===== config.mk =====
export PLATFORM = sky130hd
export DESIGN_NAME = string_to_integer_parser_core
export DESIGN_NICKNAME = d
export VERILOG_FILES = /design/src/rtl/stip_pkg.sv /design/src/rtl/stip_fifo.sv /design/src/rtl/stip_front.sv /design/src/rtl/stip_back.sv /design/src/rtl/string_to_integer_parser_core.sv
export VERILOG_INCLUDE_DIRS = /design/src /design/src/rtl
export SDC_FILE = /design/constraint.sdc
export NUM_CORES = 1
export LEC_CHECK = 0
export ABC_AREA = 0
export ABC_CLOCK_PERIOD_IN_PS = 6500
export BUFFER_PORTS_ARGS = -buffer_cell sky130_fd_sc_hd__buf_4
export CORE_MARGIN = 3
export CORE_UTILIZATION = 58
export CTS_BUF_LIST = sky130_fd_sc_hd__clkbuf_16
export DETAILED_ROUTE_END_ITERATION = 8
export MAX_ROUTING_LAYER = met4
export PLACE_DENSITY = 0.77
export SETUP_SLACK_MARGIN = 0.05
export SYNTH_ARGS = -nofsm -noshare
export SYNTH_HDL_FRONTEND = slang
export SYNTH_SLANG_ARGS = --single-unit

===== constraint.sdc =====
create_clock -name clk -period 6.5 [get_ports clk]
set_input_delay 0.975 -clock clk [delete_from_list [all_inputs] [get_ports clk]]
set_output_delay 0.975 -clock clk [all_outputs]
set_load 0.01 [all_outputs]

===== src/rtl/assert_macros.svh =====
// ----------------------------------------------------------------------------
// Assertion macros
// Shorthand for clocked assertions with an active-low reset guard.
// ----------------------------------------------------------------------------
`ifndef ASSERT_MACROS_SVH
`define ASSERT_MACROS_SVH

// Check that cons holds in the same cycle as ante.
`define ASSERT_IMPLIES(label, clk, rst_n, ante, cons) \
    label: assert property (@(posedge clk) disable iff (!rst_n) (ante) |-> (cons)) \
        else $error("same-cycle implication violated");

// Check that cons holds in the cycle after ante.
`define ASSERT_NEXT(label, clk, rst_n, ante, cons) \
    label: assert property (@(posedge clk) disable iff (!rst_n) (ante) |=> (cons)) \
        else $error("next-cycle implication violated");

`endif


===== src/rtl/stip_pkg.sv =====
`timescale 1ns / 1ps
// ----------------------------------------------------------------------------
// stip_pkg
// Shared types and character constants of the string-to-integer parser.
// ----------------------------------------------------------------------------
package stip_pkg;

    localparam int CH_W        = 8;
    localparam int RADIX_W     = 6;
    localparam int DIGIT_W     = 4;
    localparam int VALUE_OUT_W = 64;
    localparam int CONSUMED_W  = 16;
    localparam int QUEUE_DEPTH = 2;

    localparam logic [CH_W-1:0] CH_0     = 8'h30;
    localparam logic [CH_W-1:0] CH_9     = 8'h39;
    localparam logic [CH_W-1:0] CH_LA    = 8'h61;
    localparam logic [CH_W-1:0] CH_LF    = 8'h66;
    localparam logic [CH_W-1:0] CH_UA    = 8'h41;
    localparam logic [CH_W-1:0] CH_UF    = 8'h46;
    localparam logic [CH_W-1:0] CH_LX    = 8'h78;
    localparam logic [CH_W-1:0] CH_UX    = 8'h58;
    localparam logic [CH_W-1:0] CH_MINUS = 8'h2D;
    localparam logic [CH_W-1:0] CH_PLUS  = 8'h2B;
    localparam logic [CH_W-1:0] CH_TAB   = 8'h09;
    localparam logic [CH_W-1:0] CH_SPACE = 8'h20;

    localparam logic [RADIX_W-1:0] BASE_AUTO = 6'd0;
    localparam logic [RADIX_W-1:0] BASE_OCT  = 6'd8;
    localparam logic [RADIX_W-1:0] BASE_DEC  = 6'd10;
    localparam logic [RADIX_W-1:0] BASE_HEX  = 6'd16;

    // Classified byte handed from the front end to the back end
    typedef struct packed {
        logic               start;
        logic [RADIX_W-1:0] radix;
        logic               is_ws;
        logic               is_sign;
        logic               is_minus;
        logic               is_zero;
        logic               is_x;
        logic               dig_ok;
        logic [DIGIT_W-1:0] dig;
    } cls_t;

    // One finished result
    typedef struct packed {
        logic [VALUE_OUT_W-1:0] value;
        logic [CONSUMED_W-1:0]  consumed;
    } res_t;

endpackage


===== src/rtl/stip_fifo.sv =====
`timescale 1ns / 1ps
// ----------------------------------------------------------------------------
// stip_fifo
// Small register queue with push/full and pop/empty sides.
// ----------------------------------------------------------------------------
module stip_fifo #(
    parameter int WIDTH = 8,
    parameter int DEPTH = 2
) (
    input  logic             clk,
    input  logic             rst_n,
    input  logic             push,
    input  logic [WIDTH-1:0] wdata,
    output logic             full,
    input  logic             pop,
    output logic [WIDTH-1:0] rdata,
    output logic             empty
);

    localparam int AW = (DEPTH > 1) ? $clog2(DEPTH) : 1;
    localparam int NW = $clog2(DEPTH + 1);

    logic [WIDTH-1:0] mem_reg [DEPTH];
    logic [AW-1:0]    wr_ptr_reg, wr_ptr_next;
    logic [AW-1:0]    rd_ptr_reg, rd_ptr_next;
    logic [NW-1:0]    cnt_reg, cnt_next;
    logic             do_push, do_pop;

    assign full    = (cnt_reg == NW'(DEPTH));
    assign empty   = (cnt_reg == '0);
    assign do_push = push && !full;
    assign do_pop  = pop && !empty;
    assign rdata   = mem_reg[rd_ptr_reg];

    always_comb
    begin
        wr_ptr_next = wr_ptr_reg;
        rd_ptr_next = rd_ptr_reg;
        cnt_next    = cnt_reg;
        if (do_push)
        begin
            wr_ptr_next = (wr_ptr_reg == AW'(DEPTH - 1)) ? '0 : wr_ptr_reg + AW'(1);
        end
        if (do_pop)
        begin
            rd_ptr_next = (rd_ptr_reg == AW'(DEPTH - 1)) ? '0 : rd_ptr_reg + AW'(1);
        end
        if (do_push && !do_pop)
        begin
            cnt_next = cnt_reg + NW'(1);
        end
        else if (do_pop && !do_push)
        begin
            cnt_next = cnt_reg - NW'(1);
        end
    end

    always_ff @(posedge clk or negedge rst_n)
    begin
        if (!rst_n)
        begin
            wr_ptr_reg <= '0;
            rd_ptr_reg <= '0;
            cnt_reg    <= '0;
        end
        else
        begin
            wr_ptr_reg <= wr_ptr_next;
            rd_ptr_reg <= rd_ptr_next;
            cnt_reg    <= cnt_next;
        end
    end

    always_ff @(posedge clk)
    begin
        if (do_push)
        begin
            mem_reg[wr_ptr_reg] <= wdata;
        end
    end

endmodule


===== src/rtl/stip_front.sv =====
`timescale 1ns / 1ps
// ----------------------------------------------------------------------------
// stip_front
// Accept text bytes, classify them and queue them for the back end.
// ----------------------------------------------------------------------------
module stip_front (
    input  logic                           clk,
    input  logic                           rst_n,
    input  logic                           push,
    input  logic [stip_pkg::CH_W-1:0]      ch,
    input  logic                           start_req,
    input  logic [stip_pkg::RADIX_W-1:0]   radix,
    output logic                           full,
    input  logic                           take,
    output stip_pkg::cls_t                 item,
    output logic                           item_valid
);

    stip_pkg::cls_t cls;
    logic           q_empty;

    always_comb
    begin
        cls           = '0;
        cls.start     = start_req;
        cls.radix     = radix;
        cls.is_ws     = (ch == stip_pkg::CH_SPACE) || (ch == stip_pkg::CH_TAB);
        cls.is_sign   = (ch == stip_pkg::CH_MINUS) || (ch == stip_pkg::CH_PLUS);
        cls.is_minus  = (ch == stip_pkg::CH_MINUS);
        cls.is_zero   = (ch == stip_pkg::CH_0);
        cls.is_x      = (ch == stip_pkg::CH_LX) || (ch == stip_pkg::CH_UX);
        case (ch) inside
            [stip_pkg::CH_0:stip_pkg::CH_9]:
            begin
                cls.dig_ok = 1'b1;
                cls.dig    = stip_pkg::DIGIT_W'(ch - stip_pkg::CH_0);
            end
            [stip_pkg::CH_LA:stip_pkg::CH_LF]:
            begin
                cls.dig_ok = 1'b1;
                cls.dig    = stip_pkg::DIGIT_W'(ch - stip_pkg::CH_LA) + 4'd10;
            end
            [stip_pkg::CH_UA:stip_pkg::CH_UF]:
            begin
                cls.dig_ok = 1'b1;
                cls.dig    = stip_pkg::DIGIT_W'(ch - stip_pkg::CH_UA) + 4'd10;
            end
            default:
            begin
                cls.dig_ok = 1'b0;
                cls.dig    = '0;
            end
        endcase
    end

    stip_fifo #(
        .WIDTH ($bits(stip_pkg::cls_t)),
        .DEPTH (stip_pkg::QUEUE_DEPTH)
    ) u_queue (
        .clk   (clk),
        .rst_n (rst_n),
        .push  (push),
        .wdata (cls),
        .full  (full),
        .pop   (take),
        .rdata (item),
        .empty (q_empty)
    );

    assign item_valid = !q_empty;

endmodule


===== src/rtl/stip_back.sv =====
`timescale 1ns / 1ps
// ----------------------------------------------------------------------------
// stip_back
// Run the parse sequence on classified bytes and produce results.
// ----------------------------------------------------------------------------
module stip_back #(
    parameter int VALUE_WIDTH = 64,
    parameter int COUNT_WIDTH = 16
) (
    input  logic           clk,
    input  logic           rst_n,
    input  stip_pkg::cls_t item,
    input  logic           item_valid,
    output logic           take,
    input  logic           res_full,
    output logic           res_push,
    output stip_pkg::res_t res
);

    localparam int RW = stip_pkg::RADIX_W;
    localparam logic [COUNT_WIDTH-1:0] CNT_MAX = {COUNT_WIDTH{1'b1}};

    typedef enum logic [2:0] {
        PH_DONE,
        PH_LEAD,
        PH_SIGNED,
        PH_ZERO,
        PH_XSEEN,
        PH_DIGITS
    } phase_t;

    phase_t                  phase_reg, phase_next, ph_e;
    logic [RW-1:0]           base_reg, base_next, base_e, base_d;
    logic                    neg_reg, neg_next, neg_e;
    logic [VALUE_WIDTH-1:0]  acc_reg, acc_next, acc_e, val_w;
    logic [COUNT_WIDTH-1:0]  cnt_reg, cnt_next, cnt_e, cnt_inc, cnt_out;
    logic [VALUE_WIDTH+RW-1:0] prod;
    logic                    use_digit, xcorr, fire, pre_zero, dig_in_base;

    // A start byte restarts the parse before it is itself parsed
    assign ph_e    = item.start ? PH_LEAD : phase_reg;
    assign base_e  = item.start ? item.radix : base_reg;
    assign neg_e   = item.start ? 1'b0 : neg_reg;
    assign acc_e   = item.start ? '0 : acc_reg;
    assign cnt_e   = item.start ? '0 : cnt_reg;
    assign cnt_inc = (cnt_e == CNT_MAX) ? cnt_e : cnt_e + COUNT_WIDTH'(1);

    assign pre_zero = item.is_zero
                   && ((base_e == stip_pkg::BASE_AUTO) || (base_e == stip_pkg::BASE_HEX));

    // Base the digit stage obeys: detect mode settles on octal after a
    // leading zero and on decimal otherwise
    assign base_d = (base_e != stip_pkg::BASE_AUTO) ? base_e
                  : ((ph_e == PH_ZERO) ? stip_pkg::BASE_OCT : stip_pkg::BASE_DEC);

    always_comb
    begin
        phase_next = ph_e;
        base_next  = base_e;
        neg_next   = neg_e;
        acc_next   = acc_e;
        cnt_next   = cnt_e;
        use_digit  = 1'b0;
        xcorr      = 1'b0;
        fire       = 1'b0;
        case (ph_e)
            PH_LEAD, PH_SIGNED:
            begin
                if ((ph_e == PH_LEAD) && item.is_ws)
                begin
                    cnt_next = cnt_inc;
                end
                else if ((ph_e == PH_LEAD) && item.is_sign)
                begin
                    neg_next   = item.is_minus;
                    cnt_next   = cnt_inc;
                    phase_next = PH_SIGNED;
                end
                else if (pre_zero)
                begin
                    cnt_next   = cnt_inc;
                    phase_next = PH_ZERO;
                end
                else
                begin
                    use_digit = 1'b1;
                end
            end
            PH_ZERO:
            begin
                if (item.is_x)
                begin
                    cnt_next   = cnt_inc;
                    base_next  = stip_pkg::BASE_HEX;
                    phase_next = PH_XSEEN;
                end
                else
                begin
                    use_digit = 1'b1;
                end
            end
            PH_XSEEN:
            begin
                use_digit = 1'b1;
                xcorr     = 1'b1;
            end
            PH_DIGITS:
            begin
                use_digit = 1'b1;
            end
            default:
            begin
                use_digit = 1'b0;
            end
        endcase

        if (use_digit)
        begin
            base_next = base_d;
            if (dig_in_base)
            begin
                acc_next   = prod[VALUE_WIDTH-1:0] + VALUE_WIDTH'(item.dig);
                cnt_next   = cnt_inc;
                phase_next = PH_DIGITS;
            end
            else
            begin
                fire       = 1'b1;
                phase_next = PH_DONE;
            end
        end
    end

    assign dig_in_base = item.dig_ok && (RW'(item.dig) < base_d);
    assign prod        = (VALUE_WIDTH+RW)'(acc_e) * (VALUE_WIDTH+RW)'(base_d);

    // Stop byte: the value leaves unchanged, negated if a minus was seen
    assign val_w   = neg_e ? (VALUE_WIDTH'(0) - acc_e) : acc_e;
    assign cnt_out = (xcorr && (cnt_e != '0)) ? cnt_e - COUNT_WIDTH'(1) : cnt_e;

    assign take         = item_valid && !res_full;
    assign res_push     = take && fire;
    assign res.value    = stip_pkg::VALUE_OUT_W'($signed(val_w));
    assign res.consumed = stip_pkg::CONSUMED_W'(cnt_out);

    always_ff @(posedge clk or negedge rst_n)
    begin
        if (!rst_n)
        begin
            phase_reg <= PH_DONE;
            base_reg  <= stip_pkg::BASE_DEC;
            neg_reg   <= 1'b0;
            acc_reg   <= '0;
            cnt_reg   <= '0;
        end
        else if (take)
        begin
            phase_reg <= phase_next;
            base_reg  <= base_next;
            neg_reg   <= neg_next;
            acc_reg   <= acc_next;
            cnt_reg   <= cnt_next;
        end
    end

endmodule


===== src/rtl/string_to_integer_parser_core.sv =====
`timescale 1ns / 1ps
// ----------------------------------------------------------------------------
// string_to_integer_parser_core
// Streaming strtol-style parser: text bytes in, signed value and count out.
// ----------------------------------------------------------------------------
// Usage:
//   Input side: an item (ch, start_req, radix) is taken at an edge where push
//   is high and full is low. Raise start_req on the first byte of each text;
//   radix is sampled there only. Output side: while empty is low, value and
//   consumed show the oldest result; pop takes it at an edge where empty is low.
//   One result leaves per text, on its stop byte (NUL or a non-digit); later
//   bytes are dropped until the next start.
// Timing:
//   One byte per cycle sustained while the result queue is not full. The front
//   end classifies and queues a byte; the back end takes it from that queue and
//   steps the parse with one 64-by-6 multiply-add. A result is registered in
//   the result queue before it shows. Each side has a two-item register queue.
// Reset and stalls:
//   rst_n clears both queues, parser done, base ten. A stalled result side
//   fills the result queue, then the byte queue, and then full rises.
// ----------------------------------------------------------------------------
`include "assert_macros.svh"

module string_to_integer_parser_core #(
    parameter int VALUE_WIDTH = 64,
    parameter int COUNT_WIDTH = 16
) (
    input  logic                                   clk,
    input  logic                                   rst_n,
    input  logic                                   push,
    output logic                                   full,
    input  logic [stip_pkg::CH_W-1:0]              ch,
    input  logic                                   start_req,
    input  logic [stip_pkg::RADIX_W-1:0]           radix,
    output logic                                   empty,
    input  logic                                   pop,
    output logic signed [stip_pkg::VALUE_OUT_W-1:0] value,
    output logic [stip_pkg::CONSUMED_W-1:0]        consumed
);

    stip_pkg::cls_t item;
    stip_pkg::res_t res, res_head;
    logic           item_valid;
    logic           take;
    logic           res_push;
    logic           res_full;

    // Front: take and classify bytes
    stip_front u_front (
        .clk        (clk),
        .rst_n      (rst_n),
        .push       (push),
        .ch         (ch),
        .start_req  (start_req),
        .radix      (radix),
        .full       (full),
        .take       (take),
        .item       (item),
        .item_valid (item_valid)
    );

    // Back: run the parse and emit one result per text
    stip_back #(
        .VALUE_WIDTH (VALUE_WIDTH),
        .COUNT_WIDTH (COUNT_WIDTH)
    ) u_back (
        .clk        (clk),
        .rst_n      (rst_n),
        .item       (item),
        .item_valid (item_valid),
        .take       (take),
        .res_full   (res_full),
        .res_push   (res_push),
        .res        (res)
    );

    // Result queue: holds finished items while the receiver stalls
    stip_fifo #(
        .WIDTH ($bits(stip_pkg::res_t)),
        .DEPTH (stip_pkg::QUEUE_DEPTH)
    ) u_res_queue (
        .clk   (clk),
        .rst_n (rst_n),
        .push  (res_push),
        .wdata (res),
        .full  (res_full),
        .pop   (pop),
        .rdata (res_head),
        .empty (empty)
    );

    assign value    = res_head.value;
    assign consumed = res_head.consumed;

    `ASSERT_IMPLIES(a_res_no_overflow, clk, rst_n, res_push, !res_full)
    `ASSERT_IMPLIES(a_take_has_item, clk, rst_n, take, item_valid)
    `ASSERT_NEXT(a_result_held, clk, rst_n, !empty && !pop, !empty)

endmodule

==> metrics.txt <==
Critical Path Max Stage Delay=about 560 ps; Placed Instances=3193; TritonCTS buffer count=34; Total GRT Usage=30.4%; CP Launch Type=flop; Final min period=~6500 ps; global-route wire length before repair=113000 um; Hold Vio Cnt, Final=0; DRT Pass-1 Iters=6; H-tree depth=2; Post-Syn Instances=about 2500; CTS tree=yes; post-synthesis adder-cell area fraction=25.3%; CP endpoint=u_back.acc_reg[62]$_DFFE_PN0P_; max_slew headroom=26.9%; total grt overflow=0; Syn Area/Cell=10.4 sq um; Die ar.=47300 sq um; Max Cap Violations=0; Synth Area in Compound Gates=a little under an eighth; WP depth=24; Placer Congestion=0.974; Tightest Hold Check Type=in2async; post-layout net count=3082; max reg flops=160; Cell Chain, Critical Path=mux2i_1 > mux2_2 > nand4_1 > nor2_2 > a21boi_2 > nor2_4 > buf_8 > buf_6 > and2_4 > fa_1 > fa_1 > fa_1 > ha_1 > ha_4 > buf_4 > nand4_1 > a2111o_1 > and4_1 > or3_4 > o21ai_4 > a2111oi_4 > o31ai_2 > xor2_1 > a22o_1; worst endpoint data arrival time=6950 ps; delay-heaviest family, CP=adder cells; Non-Filler Instances=3292; failing checks=negative setup slack; ant diodes=0; Final TNS setup=-41.5 ps; core area=~44000 sq um; commonest cells after routing, fill and taps aside=buf_4 (340), fa_1 (233), and3_1 (230); Initial DRC Count=2239; number of flops mapped to enable cells by yosys=194; Power Dens Cells=297 nW/um^2; RSZ-0062 raised after global routing=yes; Port-buffer cells=100; cell area after synthesis=25900 sq um; largest net degree at the start of global routing=118; Final setup viols=2; R2R Setup Slk=-20 ps; FF+latch count, synth=292; CP dominant cell by count=fa_1; CP bufs+invs=3; DRC viols=0; post-synth cell types=84; fraction of layout cells with a size suffix above 1=24.6%; largest family of logic cells by synthesized area=adder cells; Vias=between 20000 and 25000; Synth Area in Simple Gates=17.0%; drt via density=6.31; R2R depth=24; vias in the first global route=21000; Worst Setup SP=u_front.u_queue.mem_reg[1][16]$_DFFE_PP_; Layout Skew=14.8 ps; antenna violations before repair=0; CP required=6930 ps; clk sinks=~290; critical path capture point type=flop; die height=roughly 220 um; post-synthesis sequential area ratio=31.9%; status=finished with violations; Reg-to-Reg Start=u_front.u_queue.mem_reg[1][16]$_DFFE_PP_; Final Cycle Share=100%; area growth from synthesis to layout=19.3%; num rows=76; Max Transition Viols Final=0; io pins=~100; pre-CTS WS=-451 ps; CTS Hold Bufs=0; Synth async-reset ratio=between 30% and 40%; critical path peak fanout=7; YS warnings=0; post-synthesis xor/xnor area fraction=4.90%; root buffer cell=clkbuf_16; Crit-path slowest cell=edfxtp_1; die extent in x=217 um; clock-pin slew on the worst setup and hold paths=70 ps; later-pin clock latency in the skew report=550 ps; setup ws final=-22.5 ps; Leakage=roughly 15 nW; measured slew at the worst slew-check pin=1100 ps; total wire length=70700 um; clk buf depth=3; post-DP HPWL=47800 um; maximum vdd drop=0.385 mV; Synth Flop Type=edfxtp_1; commonest non-fill, non-tap cell in the layout=buf_4; Mapped Nets=2885; Crit Path Category=reg2reg; total power=between 0.009 and 0.01 W; post-route ant nets=0; Initial Util=about three fifths; Peak Freq=153 MHz; post-synthesis mux area share=~5.0%; Routed WL per cell=between 20 and 25 um; Worst R2R End=u_back.acc_reg[62]$_DFFE_PN0P_
-- how the worst min path moves through the flow --
stage	start	to	slack [ps]	depth (start not counted)
floorplan	u_res_queue.wr_ptr_reg$_DFFE_PN0P_	u_res_queue.wr_ptr_reg$_DFFE_PN0P_	460	1
global placement	u_front.u_queue.wr_ptr_reg$_DFFE_PN0P_	u_front.u_queue.wr_ptr_reg$_DFFE_PN0P_	470	1
detailed placement	u_front.u_queue.cnt_reg[1]$_DFFE_PN0P_	u_front.u_queue.cnt_reg[1]$_DFFE_PN0P_	490	1
CTS	u_front.u_queue.wr_ptr_reg$_DFFE_PN0P_	u_front.u_queue.wr_ptr_reg$_DFFE_PN0P_	510	1
global route	u_front.u_queue.wr_ptr_reg$_DFFE_PN0P_	u_front.u_queue.wr_ptr_reg$_DFFE_PN0P_	520	1
finish	rst_n	u_back.cnt_reg[3]$_DFFE_PN0P_	500	1
-- logic make-up after synthesis --
logic type	count (synthesis)
DFF	292
buffers and inverters	281
AOI/OAI and AO/OA	449
muxes	117
and+or+nand+nor	818
adders and majority gates	382
xor gates and xnor gates	145
-- layout make-up --
class / instances / area, sq um
clock buffers: 34 / 851
clock inverters: 28 / 270
fillers: 2951 / 12700
inverters: 79 / 297
multi-input cells: 1911 / 17600
flip-flops and latches: 292 / 8290
well taps: 585 / 732
repair buffers: 363 / 2900
-- through the flow --
stage / hold WS, ps / util (%) / cell area [sq um]
3_3_place_gp: 475 / 65.1 / 28400
2_1_floorplan: 460 / - / 25900
3_5_place_dp: 492 / 65.1 / 28400
4_1_cts: 512 / 69.0 / 30100
5_1_grt: 521 / 70.9 / 30900
6_report: 501 / 70.9 / 30900
-- worst register-to-register path, cell delays in order (launching register included) --
cell,delay [ps]
edfxtp_1,560
mux2i_1,250
mux2_2,200
nand4_1,180
nor2_2,180
a21boi_2,100
nor2_4,200
buf_8,180
buf_6,110
and2_4,130
fa_1,430
fa_1,550
fa_1,440
ha_1,360
ha_4,290
buf_4,120
nand4_1,190
a2111o_1,500
and4_1,230
or3_4,350
o21ai_4,210
a2111oi_4,110
o31ai_2,260
xor2_1,110
a22o_1,200
-- timing repair --
item,in CTS,in global routing
pin swaps,42,104
gates resized for setup,70,120
cloned,1,1
setup endpoints to repair,23,31
setup buffers,21,19
-- synthesized netlist by cell type (all sizes together) (23+ instances only) --
cell type  instances  area (sq um)
nand3             41           205
a21o              36           270
o21ai            109           564
inv               79           297
a22o              63           552
nand4             23           144
o31ai             29           228
mux2              93          1050
buf               23           105
dfrtp             96          2400
ha               144          1800
edfxtp           194          5830
nor2             145           547
and3             231          1450
fa               238          4760
mux2i             24           240
xor2              88           771
clkbuf           179           674
a21oi            101           509
xnor2             57           499
nor3              24           130
nand2            148           556
and2             109           682
-- power breakdown --
group          internal [W]  leakage [nW]  switching [W]
clock network       0.00116         0.577       0.000793
logic               0.00168          11.4        0.00287
registers           0.00247          3.14       0.000228
-- layer usage --
layer / vias up / share of wire (%) / track usage, %
met4: 0 / 3.1 / 9.05
met1: 10400 / 42 / 42.1
met2: 1009 / 46 / 46.3
met3: 183 / 8.7 / 5.75
li1: 9215 / - / -
met5: - / 0 / -
Power figures use the tool's default switching activity.
